File: src/hw/rtl/olr_pkg.sv
// ----------------------------------------------------------------------------
// olr_pkg
// Shared types and codes for the ordered list remove-by-value unit.
// ----------------------------------------------------------------------------
package olr_pkg;

  localparam int CMD_W    = 2;
  localparam int VAL_W    = 32;
  localparam int STATUS_W = 3;

  // Command codes carried on the request channel
  typedef enum logic [CMD_W-1:0] {
    CMD_APPEND = 2'd0,
    CMD_REMOVE = 2'd1,
    CMD_DUMP   = 2'd2
  } cmd_t;

  // Result status codes
  typedef enum logic [STATUS_W-1:0] {
    STAT_APPENDED = 3'd0,
    STAT_DROPPED  = 3'd1,
    STAT_REMOVED  = 3'd2,
    STAT_NOTFOUND = 3'd3,
    STAT_ENTRY    = 3'd4,
    STAT_EMPTY    = 3'd5
  } status_t;

  // Sequencer states
  typedef enum logic [1:0] {
    S_IDLE,
    S_SEARCH,
    S_RESP,
    S_DUMP
  } state_t;

  // Operation broadcast to every cell of the row
  typedef enum logic [2:0] {
    CELL_HOLD,
    CELL_LOAD,
    CELL_MATCH,
    CELL_SHIFT,
    CELL_ROTATE
  } cell_op_t;

  typedef struct packed {
    cell_op_t                 op;
    logic signed [VAL_W-1:0]  value;
  } cell_ctrl_t;

  // Position of one cell relative to the current occupancy
  typedef struct packed {
    logic live;       // cell holds a list entry
    logic tail;       // first free cell
    logic last_live;  // cell holds the final entry
    logic next_live;  // right-hand neighbour holds an entry
  } cell_pos_t;

endpackage

File: src/hw/rtl/olr_if.sv
// ----------------------------------------------------------------------------
// olr_req_if / olr_rsp_if
// Valid/ready channels for requests and results of the list unit.
// ----------------------------------------------------------------------------
interface olr_req_if import olr_pkg::*; ();
  logic                    valid;
  logic                    ready;
  logic [CMD_W-1:0]        cmd;
  logic signed [VAL_W-1:0] value;

  modport source (output valid, output cmd, output value, input ready);
  modport sink   (input valid, input cmd, input value, output ready);
endinterface

interface olr_rsp_if import olr_pkg::*; ();
  logic                    valid;
  logic                    ready;
  logic [STATUS_W-1:0]     status;
  logic signed [VAL_W-1:0] entry_value;
  logic                    last;

  modport source (output valid, output status, output entry_value, output last,
                  input ready);
  modport sink   (input valid, input status, input entry_value, input last,
                  output ready);
endinterface

File: src/hw/rtl/olr_cell.sv
// ----------------------------------------------------------------------------
// olr_cell
// One storage cell of the list row: loads, compares, shifts and rotates.
// ----------------------------------------------------------------------------
module olr_cell import olr_pkg::*; (
  input  logic                    clk,
  input  cell_ctrl_t              ctrl,
  input  cell_pos_t               pos,
  input  logic signed [VAL_W-1:0] next_data,
  input  logic signed [VAL_W-1:0] head_data,
  input  logic                    kill_in,
  output logic signed [VAL_W-1:0] data,
  output logic                    kill_out
);

  logic match;

  // Pass on whether a match has been seen at or before this cell
  assign kill_out = kill_in | match;

  // Update the held entry and match flag
  always_ff @(posedge clk) begin
    case (ctrl.op)
      CELL_LOAD: begin
        if (pos.tail) begin
          data <= ctrl.value;
        end
      end
      CELL_MATCH: begin
        match <= pos.live && (data == ctrl.value);
      end
      CELL_SHIFT: begin
        if (kill_out && pos.next_live) begin
          data <= next_data;
        end
      end
      CELL_ROTATE: begin
        if (pos.next_live) begin
          data <= next_data;
        end else if (pos.last_live) begin
          data <= head_data;
        end
      end
      default: begin
      end
    endcase
  end

endmodule

File: src/hw/rtl/ordered_list_remove_by_value_unit.sv
// ----------------------------------------------------------------------------
// ordered_list_remove_by_value_unit
// Ordered list of signed values held in a row of cells, head at cell 0.
// ----------------------------------------------------------------------------
// Append, and dump of an empty list: accept, then load the result in the
// response state. Remove: compare in every cell, then shift the cells from
// the first match on, then load the result. Dump: one entry per cycle out of
// the head cell while the row rotates, while the output does not stall.
// A request may be accepted while the last result still waits in the output
// register. Synchronous reset empties the list; cell contents are kept.
module ordered_list_remove_by_value_unit import olr_pkg::*; #(
  parameter int DEPTH = 32
) (
  input  logic      clk,
  input  logic      rst,
  olr_req_if.sink   req,
  olr_rsp_if.source rsp
);

  localparam int OW = $clog2(DEPTH + 1);
  localparam logic [OW-1:0] DEPTH_C = OW'(DEPTH);

  state_t                  state, state_next;
  logic [OW-1:0]           occ, occ_next;
  logic [OW-1:0]           cnt;
  logic [OW-1:0]           cnt_inc;
  status_t                 pend_status;
  logic                    acc;
  logic                    slot_free;
  logic                    found;
  logic                    dump_last;
  cell_ctrl_t              ctrl;
  cell_pos_t               pos  [DEPTH];
  logic signed [VAL_W-1:0] data [DEPTH];
  logic                    kill [DEPTH+1];

  logic                    out_valid;
  status_t                 out_status;
  logic signed [VAL_W-1:0] out_value;
  logic                    out_last;
  logic                    out_load;
  status_t                 load_status;
  logic signed [VAL_W-1:0] load_value;
  logic                    load_last;

  assign req.ready = (state == S_IDLE);
  assign acc       = req.valid && req.ready;
  assign slot_free = !out_valid || rsp.ready;
  assign cnt_inc   = cnt + OW'(1);
  assign dump_last = (cnt_inc == occ);
  assign found     = kill[DEPTH];
  assign kill[0]   = 1'b0;

  // Row of cells with per-cell position flags
  for (genvar i = 0; i < DEPTH; i++) begin : g_cell
    localparam logic [OW:0] IDX = (OW+1)'(i);
    logic signed [VAL_W-1:0] nxt;

    assign pos[i].live      = ({1'b0, occ} > IDX);
    assign pos[i].tail      = ({1'b0, occ} == IDX);
    assign pos[i].last_live = ({1'b0, occ} == IDX + (OW+1)'(1));
    assign pos[i].next_live = ({1'b0, occ} > IDX + (OW+1)'(1));

    if (i == DEPTH - 1) begin : g_end
      assign nxt = data[0];
    end else begin : g_mid
      assign nxt = data[i+1];
    end

    olr_cell u_cell (
      .clk       (clk),
      .ctrl      (ctrl),
      .pos       (pos[i]),
      .next_data (nxt),
      .head_data (data[0]),
      .kill_in   (kill[i]),
      .data      (data[i]),
      .kill_out  (kill[i+1])
    );
  end

  // Next state
  always_comb begin
    state_next = state;
    case (state)
      S_IDLE: begin
        if (acc) begin
          case (cmd_t'(req.cmd))
            CMD_APPEND: state_next = S_RESP;
            CMD_REMOVE: state_next = S_SEARCH;
            CMD_DUMP:   state_next = (occ == '0) ? S_RESP : S_DUMP;
            default:    state_next = S_IDLE;
          endcase
        end
      end
      S_SEARCH: state_next = S_RESP;
      S_RESP: begin
        if (slot_free) begin
          state_next = S_IDLE;
        end
      end
      S_DUMP: begin
        if (slot_free && dump_last) begin
          state_next = S_IDLE;
        end
      end
      default: state_next = S_IDLE;
    endcase
  end

  // Outputs of the sequencer: cell operation, occupancy, result load
  always_comb begin
    ctrl.op     = CELL_HOLD;
    ctrl.value  = req.value;
    occ_next    = occ;
    out_load    = 1'b0;
    load_status = STAT_ENTRY;
    load_value  = '0;
    load_last   = 1'b1;
    case (state)
      S_IDLE: begin
        if (acc) begin
          case (cmd_t'(req.cmd))
            CMD_APPEND: begin
              ctrl.op = CELL_LOAD;
              if (occ != DEPTH_C) begin
                occ_next = occ + OW'(1);
              end
            end
            CMD_REMOVE: ctrl.op = CELL_MATCH;
            default: begin
            end
          endcase
        end
      end
      S_SEARCH: begin
        ctrl.op = CELL_SHIFT;
        if (found) begin
          occ_next = occ - OW'(1);
        end
      end
      S_RESP: begin
        out_load    = slot_free;
        load_status = pend_status;
      end
      S_DUMP: begin
        if (slot_free) begin
          ctrl.op    = CELL_ROTATE;
          out_load   = 1'b1;
          load_value = data[0];
          load_last  = dump_last;
        end
      end
      default: begin
      end
    endcase
  end

  // Control registers
  always_ff @(posedge clk) begin
    if (rst) begin
      state     <= S_IDLE;
      occ       <= '0;
      out_valid <= 1'b0;
    end else begin
      state <= state_next;
      occ   <= occ_next;
      if (out_load) begin
        out_valid <= 1'b1;
      end else if (rsp.ready) begin
        out_valid <= 1'b0;
      end
    end
  end

  // Pending status, dump counter and result payload
  always_ff @(posedge clk) begin
    if (state == S_IDLE && acc) begin
      cnt <= '0;
      case (cmd_t'(req.cmd))
        CMD_APPEND: pend_status <= (occ == DEPTH_C) ? STAT_DROPPED : STAT_APPENDED;
        CMD_DUMP:   pend_status <= STAT_EMPTY;
        default: begin
        end
      endcase
    end
    if (state == S_SEARCH) begin
      pend_status <= found ? STAT_REMOVED : STAT_NOTFOUND;
    end
    if (state == S_DUMP && slot_free) begin
      cnt <= cnt_inc;
    end
    if (out_load) begin
      out_status <= load_status;
      out_value  <= load_value;
      out_last   <= load_last;
    end
  end

  assign rsp.valid       = out_valid;
  assign rsp.status      = out_status;
  assign rsp.entry_value = out_value;
  assign rsp.last        = out_last;

  // Occupancy stays within the row
  a_occ_bound: assert property (@(posedge clk) disable iff (rst)
    occ <= DEPTH_C)
    else $error("occupancy beyond depth");

  // An append into a list with room grows it by one
  a_append_grow: assert property (@(posedge clk) disable iff (rst)
    (acc && req.cmd == CMD_APPEND && occ != DEPTH_C) |=> occ == $past(occ) + OW'(1))
    else $error("append did not grow list");

  // A successful search shrinks the list by one
  a_remove_shrink: assert property (@(posedge clk) disable iff (rst)
    (state == S_SEARCH && found) |=> occ == $past(occ) - OW'(1))
    else $error("remove did not shrink list");

  // Every result other than a dumped entry closes its transaction
  a_single_last: assert property (@(posedge clk) disable iff (rst)
    (rsp.valid && rsp.status != STAT_ENTRY) |-> rsp.last)
    else $error("single result without last");

endmodule
File: src/flat_wrapper.sv
// flat-port wrapper written by rule: the top's interface ports become plain ports
module ordered_list_remove_by_value_unit_flat import olr_pkg::*;
#(
  parameter int DEPTH = 32
)
  (clk, rst, req_valid, req_cmd, req_value, req_ready, rsp_valid, rsp_status, rsp_entry_value, rsp_last, rsp_ready);
  olr_req_if req_i ();
  olr_rsp_if rsp_i ();
  input  logic clk;
  input  logic rst;
  input wire logic [$bits(req_i.valid)-1:0] req_valid;
  input wire logic [$bits(req_i.cmd)-1:0] req_cmd;
  input wire logic [$bits(req_i.value)-1:0] req_value;
  output wire logic [$bits(req_i.ready)-1:0] req_ready;
  output wire logic [$bits(rsp_i.valid)-1:0] rsp_valid;
  output wire logic [$bits(rsp_i.status)-1:0] rsp_status;
  output wire logic [$bits(rsp_i.entry_value)-1:0] rsp_entry_value;
  output wire logic [$bits(rsp_i.last)-1:0] rsp_last;
  input wire logic [$bits(rsp_i.ready)-1:0] rsp_ready;
  assign req_i.valid = req_valid;
  assign req_i.cmd = req_cmd;
  assign req_i.value = req_value;
  assign req_ready = req_i.ready;
  assign rsp_valid = rsp_i.valid;
  assign rsp_status = rsp_i.status;
  assign rsp_entry_value = rsp_i.entry_value;
  assign rsp_last = rsp_i.last;
  assign rsp_i.ready = rsp_ready;
  ordered_list_remove_by_value_unit #(.DEPTH(DEPTH)) u_core (.clk(clk), .rst(rst), .req(req_i), .rsp(rsp_i));
endmodule
File: config.mk
export PLATFORM = sky130hd
export DESIGN_NAME = ordered_list_remove_by_value_unit_flat
export DESIGN_NICKNAME = d
export VERILOG_FILES = /design/src/hw/rtl/olr_pkg.sv /design/src/hw/rtl/olr_if.sv /design/src/hw/rtl/olr_cell.sv /design/src/hw/rtl/ordered_list_remove_by_value_unit.sv /design/src/flat_wrapper.sv
export SDC_FILE = /design/constraint.sdc
export NUM_CORES = 2
export LEC_CHECK = 0
export BUFFER_PORTS_ARGS = -buffer_cell sky130_fd_sc_hd__buf_2
export CORE_AREA = 2 2 503 505
export CTS_BUF_LIST = sky130_fd_sc_hd__clkbuf_4 sky130_fd_sc_hd__clkbuf_8
export CTS_CLUSTER_SIZE = 10
export DETAILED_ROUTE_END_ITERATION = 10
export DIE_AREA = 0 0 505 507
export MAX_ROUTING_LAYER = met4
export SLEW_MARGIN = 5
export SYNTH_ARGS = -nofsm -noshare
export SYNTH_HDL_FRONTEND = slang
export SYNTH_SLANG_ARGS = --single-unit
File: constraint.sdc
create_clock -name clk -period 16.1 [get_ports clk]
set_input_delay 2.415 -clock clk [delete_from_list [all_inputs] [get_ports clk]]
set_output_delay 2.415 -clock clk [all_outputs]
set_load 0.05 [all_outputs]
==> out/metrics.cfg <==
[drt]
wl_per_cell_microns=35.10
ant_nets=0
firstDrtPassIters=8
dr_total_vias=48930
drc_errors=0
drt_iter0_drc=9846
vias_per_cell=6.121
wirelength_microns=280500

[grt]
grt_usage=0.2153
grt_pass1_vias=46050
antenna_found_initial=14
grt_pass1_wl_microns=379000
grt_max_degree=56
grt_overflow_total=0

[sta]
max_slew_margin=0.1062
finalSetupViolCount=0
rsz0062_at_grt=false
post-route-period-util=0.3526
skew_ps=47.82
final.setup.worst_slack_ps=10420
fin_tns_setup_ps=0
finalCriticalPeriod_ps=5676
final_hold_viol_count=0
drv_slew=0
worst_pin_slew_ps=1341
max_freq_mhz=176.2

[min_path]
hold_start=u_core.g_cell[1].u_cell.data[16]
hold_depth=2
hp-class=flip-flop to flip-flop
whs_endpoint=u_core.g_cell[0].u_cell.data[16]

[critical_path]
reg2reg_setup_slack_ps=11030
timing_worst_setup_path_type=input pin to flip-flop
r2r_start=u_core.state[0]
startpoint_type=input pin
arrival_ps=6240
r2r_cells=6
regToRegEndpoint=u_core.g_cell[19].u_cell.data[14]
crit_path_end_kind=flip-flop
cp.required_ps=16670
cp_max_fo=38

[floorplan]
rows=184
initial_core_util=0.2388
coreArea_sq_um=250500
die_w_microns=505
ios=76
dieArea_sq_um=256000
chipHeight_microns=507

[synthesis]
yosysWarnings=0
avgSynthCellArea_sq_um=12.78
synth.net_count=4721
async_flop_share=0
synth_top_area_cell=edfxtp_1
synth_cells=4679
synth_area_sq_um=59800
synthDistinctLibCells=64
synth_edf_count=1101
ys.flop_type=edfxtp_1
synth_common_cells=edfxtp_1 (1101), a221o_1 (941), xor2_1 (894)
synth-seq-cells=1110
yosysMostFrequentCell=edfxtp_1
synth_top_area_frac=0.5528
seq_area_frac_synth=0.5559
ys_top_cells_by_area=edfxtp_1 (55%), a221o_1 (16%), xor2_1 (13%)

[clocking]
cts_tree=yes
post-cts-setup-buffer-count=0
cts.path.max_buffers=3
insertion_delay_ps=960
htreeDepth=4
cts.sinks=1110
clk_pin_slew_ps=60
clock-root-buffer=clkbuf_8
cts_hold_buffers=0
post_cts_resize_count=0
numCtsBuffers=186

[flow_run]
maxCapViolCount=0

[cells_and_area]
utilization=0.2702
fillers=25810
fin_area_sq_um=67670
drive_gt1_frac=0.1422
layout.nets=4528
stdcell_count=7993
area_delta_synth_final_pct=13.16

[place]
port_buffers=75
dp_hpwl_microns=168500
pre_cts_slack_ps=9600
gp_congestion=0.9918
placed_cells=7646
postPlaceCellArea_sq_um=63920

[status]
status=complete, no violations

[power]
p_leak_nw=22.30
irDropWorstVdd_mv=0.08920
p_per_area_nw_per_um2=103.3

## layout by cell type, fill, tap and decap left out, types with 7 or more instances in the layout
cell and n:
a221o_1 941, nor4_1 245, o21ai_4 9, a21o_1 63, o21ai_2 20, and2_1 46
edfxtp_1 1101, and3_1 10, inv_1 14, diode_2 12, buf_4 184, nand2_1 53
o21ai_0 52, nor2_2 14, xnor2_1 141, nand4_1 74, nor3_1 35, nor2b_1 8
o21bai_1 10, and2_4 9, clkbuf_4 44, a31oi_1 7, clkbuf_8 190, dfxtp_1 9
a21oi_1 64, or3_1 10, xor2_1 894, bufinv_16 10, and2_2 24, nor2_1 45
nor2_4 7, clkinv_1 52, nand2b_1 7, buf_2 61, clkinv_2 32, nand3_1 41
## routing by layer
metal	vias to the layer above	global-route usage	wire (microns)
li1	18330	-	-
met1	24210	0.2678	101300
met2	5205	0.2917	112600
met3	1187	0.07789	44850
met4	0	0.1383	21810
met5	-	-	0
## power breakdown
| group | total, W | leakage (nW) | switching [W] | internal (W) |
|---|---|---|---|---|
| Combinational | 0.000995 | 10.3 | 0.000702 | 0.000294 |
| Sequential | 0.00337 | 10.1 | 0.0000721 | 0.00330 |
| Clock | 0.00262 | 1.93 | 0.00126 | 0.00136 |
| Total | 0.00699 | 22.3 | 0.00203 | 0.00495 |
## critical path: stages
cell and delay (ps):
buf_2 150, nor2b_1 990, nor4_2 100, buf_4 310, nor2_2 1020, o221ai_1 330, a21oi_4 900
## how the worst max path moves through the flow
stage	start	end	cells past startpoint
final	rsp_ready	u_core.g_cell[10].u_cell.data[25]	7
after floorplan	req_cmd[1]	u_core.g_cell[27].u_cell.data[0]	5
after CTS	rsp_ready	u_core.g_cell[10].u_cell.data[9]	7
after global placement	rsp_ready	u_core.g_cell[10].u_cell.data[27]	7
after detailed placement	rsp_ready	u_core.g_cell[10].u_cell.data[22]	7
after global routing	rsp_ready	u_core.g_cell[10].u_cell.data[13]	7
## state kept, by name (all words and copies together), names as in the netlist
register / cells
u_core.g_cell.u_cell.data: 1024
u_core.g_cell.u_cell.match: 32
u_core.rsp.entry_value: 32
u_core.cnt: 6
u_core.occ: 6
u_core.pend_status: 3
u_core.rsp.status: 3
u_core.state: 2
u_core.rsp.last: 1
u_core.rsp.valid: 1
## through the flow
step	hold slack, ps	power (W)
final	565.9	0.006989
after CTS	561.3	0.006925
after floorplan	474.9	0.003962
after global routing	589.3	0.007102
after detailed placement	554.0	0.004367
after global placement	548.8	0.004364
## layout make-up
type	count	area, sq um	area share
multi-input cells	2926	24800	0.3664
repair buffers	245	1687	0.02492
well taps	3348	4189	0.06190
diodes	12	30.03	0.0004437
inverters	17	63.81	0.0009430
clock buffers	234	2945	0.04352
clock inverters	101	719.4	0.01063
flip-flops and latches	1110	33240	0.4912
## cell families after synthesis
kind of cell    share of synthesized area
compound gates                     0.1865
xor+xnor                           0.1520
mux                              0.001109
flops                              0.5559
simple gates                      0.06304
fa+ha+maj                       0.0008369
buf+inv                           0.04065
Power figures use the tool's default switching activity.
